**src/rtl/mscr_pkg.sv**
```systemverilog
`default_nettype none

package mscr_pkg;

	localparam int KEY_W = 32;
	localparam int SCORE_W = 32;
	localparam int STATUS_W = 3;
	localparam int CAP_W = 5;

	localparam int TABLE_DEPTH_DEF = 16;
	localparam logic [CAP_W-1:0] CAP_RESET = 5'd16;

	localparam logic OP_ADD = 1'b0;
	localparam logic OP_ACCESS = 1'b1;

	localparam logic [STATUS_W-1:0] ST_HIT = 3'd0;
	localparam logic [STATUS_W-1:0] ST_MISS = 3'd1;
	localparam logic [STATUS_W-1:0] ST_UPDATED = 3'd2;
	localparam logic [STATUS_W-1:0] ST_INSERTED = 3'd3;
	localparam logic [STATUS_W-1:0] ST_EVICTED = 3'd4;

endpackage

`default_nettype wire

```
**src/rtl/min_score_replacement_table.sv**
```systemverilog
// Min-score replacement table. A request is taken at a clock edge where start
// is high and busy is low; its result appears on status, score_read,
// victim_key and victim_score for exactly one cycle with done high, and must
// be captured then since the block cannot be stalled. Each request sweeps the
// filled entries through the single read port of the entry memory, comparing
// keys and tracking the minimum score on the way, then commits in its decide
// state. The next request may be accepted in the cycle where done is high.
// Writing the capacity register empties the table; it must only be written
// while the block is idle.
`default_nettype none

module min_score_replacement_table
	import mscr_pkg::*;
#(
	parameter int TABLE_DEPTH = TABLE_DEPTH_DEF
) (
	input  wire logic                       clk,
	input  wire logic                       arst_n,
	input  wire logic                       start,
	output logic                            busy,
	input  wire logic                       opcode,
	input  wire logic signed [KEY_W-1:0]    key,
	input  wire logic signed [SCORE_W-1:0]  new_score,
	input  wire logic                       cfg_we,
	input  wire logic [CAP_W-1:0]           cfg_wdata,
	output logic                            done,
	output logic [STATUS_W-1:0]             status,
	output logic signed [SCORE_W-1:0]       score_read,
	output logic signed [KEY_W-1:0]         victim_key,
	output logic signed [SCORE_W-1:0]       victim_score
);

	localparam int IDX_W = (TABLE_DEPTH > 1) ? $clog2(TABLE_DEPTH) : 1;
	localparam int CNT_W = $clog2(TABLE_DEPTH + 1);
	localparam int CMP_W = (CNT_W > CAP_W) ? CNT_W : CAP_W;
	localparam int ENT_W = KEY_W + SCORE_W;

	localparam logic [1:0] S_IDLE = 2'd0;
	localparam logic [1:0] S_SWEEP = 2'd1;
	localparam logic [1:0] S_DECIDE = 2'd2;

	logic [1:0]             state_q;
	logic [CAP_W-1:0]       cap_q;
	logic [CNT_W-1:0]       fill_q;
	logic [CNT_W-1:0]       rd_idx_q;
	logic                   found_q;
	logic                   done_q;

	logic                   opcode_q;
	logic [KEY_W-1:0]       key_q;
	logic [SCORE_W-1:0]     score_q;
	logic [IDX_W-1:0]       idx_s1;
	logic [IDX_W-1:0]       found_idx_q;
	logic [SCORE_W-1:0]     found_score_q;
	logic [IDX_W-1:0]       min_idx_q;
	logic [KEY_W-1:0]       min_key_q;
	logic signed [SCORE_W-1:0] min_score_q;

	logic [STATUS_W-1:0]    status_q;
	logic [SCORE_W-1:0]     score_read_q;
	logic [KEY_W-1:0]       victim_key_q;
	logic [SCORE_W-1:0]     victim_score_q;

	logic                   accept;
	logic                   issue;
	logic                   last_cmp;
	logic                   cmp_vld_s1;
	logic [CMP_W-1:0]       cap_wide;
	logic [CMP_W-1:0]       cap_eff;
	logic                   room;
	logic                   ram_we;
	logic [IDX_W-1:0]       ram_waddr;
	logic [ENT_W-1:0]       ram_rdata;
	logic [KEY_W-1:0]       rd_key;
	logic signed [SCORE_W-1:0] rd_score;
	logic                   key_hit;
	logic                   new_min;

	assign accept = start && (state_q == S_IDLE);
	assign busy = (state_q != S_IDLE);

	assign issue = (state_q == S_SWEEP) && (rd_idx_q != fill_q);
	// With no read issued this cycle, the last entry's data, if any, is being compared.
	assign last_cmp = (state_q == S_SWEEP) && (rd_idx_q == fill_q);

	// Capacity of zero acts as one; anything above the table depth saturates.
	always_comb begin
		cap_wide = CMP_W'(cap_q);
		if (cap_wide == '0) begin
			cap_eff = CMP_W'(1);
		end else if (cap_wide > CMP_W'(TABLE_DEPTH)) begin
			cap_eff = CMP_W'(TABLE_DEPTH);
		end else begin
			cap_eff = cap_wide;
		end
	end

	assign room = CMP_W'(fill_q) < cap_eff;

	assign rd_key = ram_rdata[ENT_W-1:SCORE_W];
	assign rd_score = $signed(ram_rdata[SCORE_W-1:0]);
	assign key_hit = cmp_vld_s1 && !found_q && (rd_key == key_q);
	// Strict compare keeps the lowest index on a tie.
	assign new_min = cmp_vld_s1 && ((idx_s1 == '0) || (rd_score < min_score_q));

	assign ram_we = (state_q == S_DECIDE) && (opcode_q == OP_ADD);

	always_comb begin
		if (found_q) begin
			ram_waddr = found_idx_q;
		end else if (room) begin
			ram_waddr = fill_q[IDX_W-1:0];
		end else begin
			ram_waddr = min_idx_q;
		end
	end

	mscr_ram #(
		.WIDTH (ENT_W),
		.DEPTH (TABLE_DEPTH)
	) u_entries (
		.clk   (clk),
		.we    (ram_we),
		.waddr (ram_waddr),
		.wdata ({key_q, score_q}),
		.re    (issue),
		.raddr (rd_idx_q[IDX_W-1:0]),
		.rdata (ram_rdata)
	);

	always_ff @(posedge clk or negedge arst_n) begin
		if (!arst_n) begin
			state_q <= S_IDLE;
			cap_q <= CAP_RESET;
			fill_q <= '0;
			rd_idx_q <= '0;
			found_q <= 1'b0;
			cmp_vld_s1 <= 1'b0;
			done_q <= 1'b0;
		end else begin
			done_q <= 1'b0;
			cmp_vld_s1 <= issue;
			if (cfg_we) begin
				cap_q <= cfg_wdata;
				fill_q <= '0;
			end
			case (state_q)
				S_IDLE: begin
					if (accept) begin
						state_q <= S_SWEEP;
						rd_idx_q <= '0;
						found_q <= 1'b0;
					end
				end
				S_SWEEP: begin
					if (issue) begin
						rd_idx_q <= rd_idx_q + CNT_W'(1);
					end
					if (key_hit) begin
						found_q <= 1'b1;
					end
					if (last_cmp) begin
						state_q <= S_DECIDE;
					end
				end
				S_DECIDE: begin
					state_q <= S_IDLE;
					done_q <= 1'b1;
					if ((opcode_q == OP_ADD) && !found_q && room) begin
						fill_q <= fill_q + CNT_W'(1);
					end
				end
				default: begin
					state_q <= S_IDLE;
				end
			endcase
		end
	end

	always_ff @(posedge clk) begin
		if (accept) begin
			opcode_q <= opcode;
			key_q <= key;
			score_q <= new_score;
		end
		idx_s1 <= rd_idx_q[IDX_W-1:0];
		if (key_hit) begin
			found_idx_q <= idx_s1;
			found_score_q <= rd_score;
		end
		if (new_min) begin
			min_idx_q <= idx_s1;
			min_key_q <= rd_key;
			min_score_q <= rd_score;
		end
		if (state_q == S_DECIDE) begin
			score_read_q <= '0;
			victim_key_q <= '0;
			victim_score_q <= '0;
			if (opcode_q == OP_ACCESS) begin
				if (found_q) begin
					status_q <= ST_HIT;
					score_read_q <= found_score_q;
				end else begin
					status_q <= ST_MISS;
				end
			end else if (found_q) begin
				status_q <= ST_UPDATED;
			end else if (room) begin
				status_q <= ST_INSERTED;
			end else begin
				status_q <= ST_EVICTED;
				victim_key_q <= min_key_q;
				victim_score_q <= min_score_q;
			end
		end
	end

	assign done = done_q;
	assign status = status_q;
	assign score_read = $signed(score_read_q);
	assign victim_key = $signed(victim_key_q);
	assign victim_score = $signed(victim_score_q);

endmodule

`default_nettype wire

```
**src/rtl/mscr_ram.sv**
```systemverilog
`default_nettype none

module mscr_ram #(
	parameter int WIDTH = 64,
	parameter int DEPTH = 16,
	localparam int ADDR_W = (DEPTH > 1) ? $clog2(DEPTH) : 1
) (
	input  wire logic                     clk,
	input  wire logic                     we,
	input  wire logic [ADDR_W-1:0]        waddr,
	input  wire logic [WIDTH-1:0]         wdata,
	input  wire logic                     re,
	input  wire logic [ADDR_W-1:0]        raddr,
	output logic      [WIDTH-1:0]         rdata
);

	logic [WIDTH-1:0] mem_q [0:DEPTH-1];

	always_ff @(posedge clk) begin
		if (we) begin
			mem_q[waddr] <= wdata;
		end
		if (re) begin
			rdata <= mem_q[raddr];
		end
	end

endmodule

`default_nettype wire
```
**config.mk**
```make
export PLATFORM = sky130hd
export DESIGN_NAME = min_score_replacement_table
export DESIGN_NICKNAME = d
export VERILOG_FILES = /design/src/rtl/mscr_pkg.sv /design/src/rtl/min_score_replacement_table.sv /design/src/rtl/mscr_ram.sv
export SDC_FILE = /design/constraint.sdc
export NUM_CORES = 1
export LEC_CHECK = 0
export ABC_AREA = 1
export BUFFER_PORTS_ARGS = -buffer_cell sky130_fd_sc_hd__buf_2
export CAP_MARGIN = 5
export CORE_UTILIZATION = 40
export CTS_BUF_LIST = sky130_fd_sc_hd__clkbuf_8
export CTS_CLUSTER_DIAMETER = 50
export DETAILED_ROUTE_END_ITERATION = 10
export HOLD_SLACK_MARGIN = 0.08
export PLACE_DENSITY = 0.56
export REMOVE_ABC_BUFFERS = 1
export SLEW_MARGIN = 30
export SYNTH_ARGS = -nofsm -noshare
export SYNTH_HDL_FRONTEND = slang
export SYNTH_SLANG_ARGS = --single-unit
```
**constraint.sdc**
```tcl
create_clock -name clk -period 13.2 [get_ports clk]
set_clock_uncertainty 0.05 [all_clocks]
set_input_delay 1.32 -clock clk [delete_from_list [all_inputs] [get_ports clk]]
set_output_delay 1.32 -clock clk [all_outputs]
set_load 0.005 [all_outputs]
```
==> impl_metrics.toml <==
[run_status]
status = "finished, final reports clean"

[cts]
cts_tree = "yes"
hold_buffers = 0
clkSinkCount = 1380
clockBufferDepth = 3
postCtsSetupRepairBufs = 0
cts_resized = 0
clk_latency_ns = 0.91
cts_inserted_buffers = 217
cts_root_buffer = "clkbuf_8"
clk_pin_slew_ns = 0.06
cts-htree-levels = 4

[floorplanning]
coreArea_um2 = 131000
placementRows = 133
pin_count = 175
die_w_um = 366
start_util_pct = 40.3
dieArea_um2 = 134000
die_h_um = 366

[timing]
slew_headroom_pct = 32.8
tightest_slew_ns = 1.01
maxSlewViolCount = 0
finalHoldViolCount = 0
fmax_mhz = 212
post-route-min-period_ns = 4.72
finalCritPeriodShare_pct = 35.8
setup_viol_count_final = 0
tns_ns = 0
setup_ws_ns = 8.48
rsz0062_at_grt = "false"

[grt]
antenna_found_initial = 5
grt_usage_pct = 21.1
grt_remaining_overflow = 0
grt_max_degree = 165
first_global_vias = 30600
grt_pass1_wl_um = 205000

[setup_path]
start_kind = "register"
path_max_fanout = 79
crit_type = "reg2reg"
cp.required_ns = 13.93
end_kind = "register"
crit_arrival_ns = 5.45

[logic_synthesis]
yosysWarnings = 0
syn_inst = 3739
synth.avg_cell_area_um2 = 14.1
synth_seq_cells = 1380
syn_area_um2 = 52900
synth-seq-area-share_pct = 78.1
ys_types = 38

[run]
cap_violations = 0

[route]
avgRoutedWirePerCell_um = 24.1
drt_first_pass_iters = 5
vias_per_cell = 5.38
drt_iter0_markers = 3189
routed_wl_um = 142000
drtAntennaViolNets = 0
drc_errors = 0
vias = 31800

[layout]
layout_commonest_cell = "edfxtp_1"
num-fill-cells = 11700
drive_gt1_share_pct = 13.2
nNetsFinal = 4096
final_cell_mix = "edfxtp_1, nor2_1, o21ai_0, inv_1, clkbuf_8"
area_growth_pct = 12.4

[pwr]
ir_drop_mv = 0.106
leakage_nw = 20.2
powerDensity_nw_per_um2 = 184

[min_path]
hold_path_class = "in2async"

[placed_design]
dpl_worst_slack_ns = 8.53
port_buffers = 174
gp_congestion = 0.788
dp_hpwl_um = 76600
-- cells in the mapped netlist --
cell,n,share of area (%)
o22ai_1,161,1.9
o21ai_1,29,0.27
o211ai_1,28,0.40
edfxtp_1,1356,77
a21oi_1,23,0.22
nor2_2,1,0.012
nand3_1,133,1.3
o21a_1,3,0.043
or4_1,1,0.014
nor3_1,9,0.085
clkbuf_1,119,0.84
or2_2,13,0.15
ha_1,37,0.88
dfstp_2,1,0.050
nor2_1,660,4.7
buf_2,49,0.46
nor3_2,2,0.038
buf_4,16,0.23
and3_1,1,0.012
o221ai_1,101,1.7
clkbuf_2,8,0.076
o31ai_1,1,0.014
nor4_1,5,0.059
inv_1,160,1.1
dfrtp_1,19,0.90
nand2_1,228,1.6
nand4_1,16,0.19
inv_4,1,0.012
buf_6,25,0.53
inv_2,3,0.021
nand2_2,2,0.024
dfxtp_1,4,0.15
xor2_1,12,0.20
a31oi_1,1,0.012
nand3b_1,2,0.028
xnor2_1,2,0.033
nor3b_1,1,0.014
o21ai_0,506,4.8
-- metal layers --
| layer | global-route usage [%] | up-vias | routed length [µm] |
|---|---|---|---|
| met4 | 8.34 | 0 | 4370 |
| met3 | 4.90 | 227 | 11300 |
| met5 | 0 | - | 0 |
| met2 | 32.9 | 1254 | 66300 |
| met1 | 28.6 | 15900 | 60200 |
| li1 | - | 14400 | - |
-- flip-flops by register name, indices dropped and copies added (netlist names), 3 cells and up --
name and count:
fill_q 5, min_idx_q 4, score_read 32, min_key_q 32, score_q 32, cap_q 5
u_entries.rdata 64, victim_score 32, idx_s1 4, rd_idx_q 5, min_score_q 32, victim_key 32
found_score_q 32, u_entries.mem_q 1024, status 3, key_q 32, found_idx_q 4
-- layout make-up --
type	instances	area, µm²	area share (%)
flip-flops and latches	1380	41300	69.5
multi-input cells	1978	10000	16.8
clock buffers	228	3140	5.28
well taps	1755	2200	3.69
repair buffers	244	1460	2.46
clock inverters	153	684	1.15
inverters	164	647	1.09
diodes	1	2.50	0.00421
-- worst paths after layout --
path,depth (start not counted),from,endpoint,slack [ns]
setup / recovery,8,rd_idx_q[0],u_entries.rdata[11],8.48
max in group asynchronous,1,arst_n,rd_idx_q[2],12.41
hold reg to reg,0,idx_s1[3],found_idx_q[3],0.40
min in group clk,0,idx_s1[3],found_idx_q[3],0.40
hold / removal,1,arst_n,cap_q[0],0.31
setup reg to reg,8,rd_idx_q[0],u_entries.rdata[11],8.48
-- report_power, final --
part	internal (mW)	switching [mW]
Combinational	0.537	1.44
Sequential	5.37	0.319
Clock	1.62	1.63
-- critical path, cell delays in order, from the launching register on --
cell	delay (ns)
dfrtp_4	0.80
buf_4	0.61
buf_4	0.74
buf_4	0.75
buf_4	0.73
o21ai_0	0.21
o221ai_1	0.25
nand3_1	0.16
nand3_1	0.12
-- per-stage QoR --
step | std cells | power (mW) | utilization [%] | hold slack (ns) | instance area (µm²)
6_report | 5903 | 10.9 | 45.3 | 0.308 | 59400
5_1_grt | 5903 | 11.4 | 45.3 | 0.296 | 59400
4_1_cts | 5901 | 11.0 | 45.3 | 0.216 | 59400
3_5_place_dp | 5520 | 7.76 | 42.3 | 0.389 | 55600
3_3_place_gp | 5519 | 7.74 | 42.3 | 0.385 | 55500
2_1_floorplan | 3522 | 6.93 | - | 0.356 | 51800
-- cells by family after synthesis --
logic type	after synthesis	synth area share (%)
AOI/OAI and AO/OA	853	9.32
xor gates and xnor gates	14	0.232
adders and majority gates	37	0.875
buffers and inverters	381	3.31
DFF	1380	78.1
and+or+nand+nor	1074	8.19
Note: power is estimated with default switching activity, not from simulation.
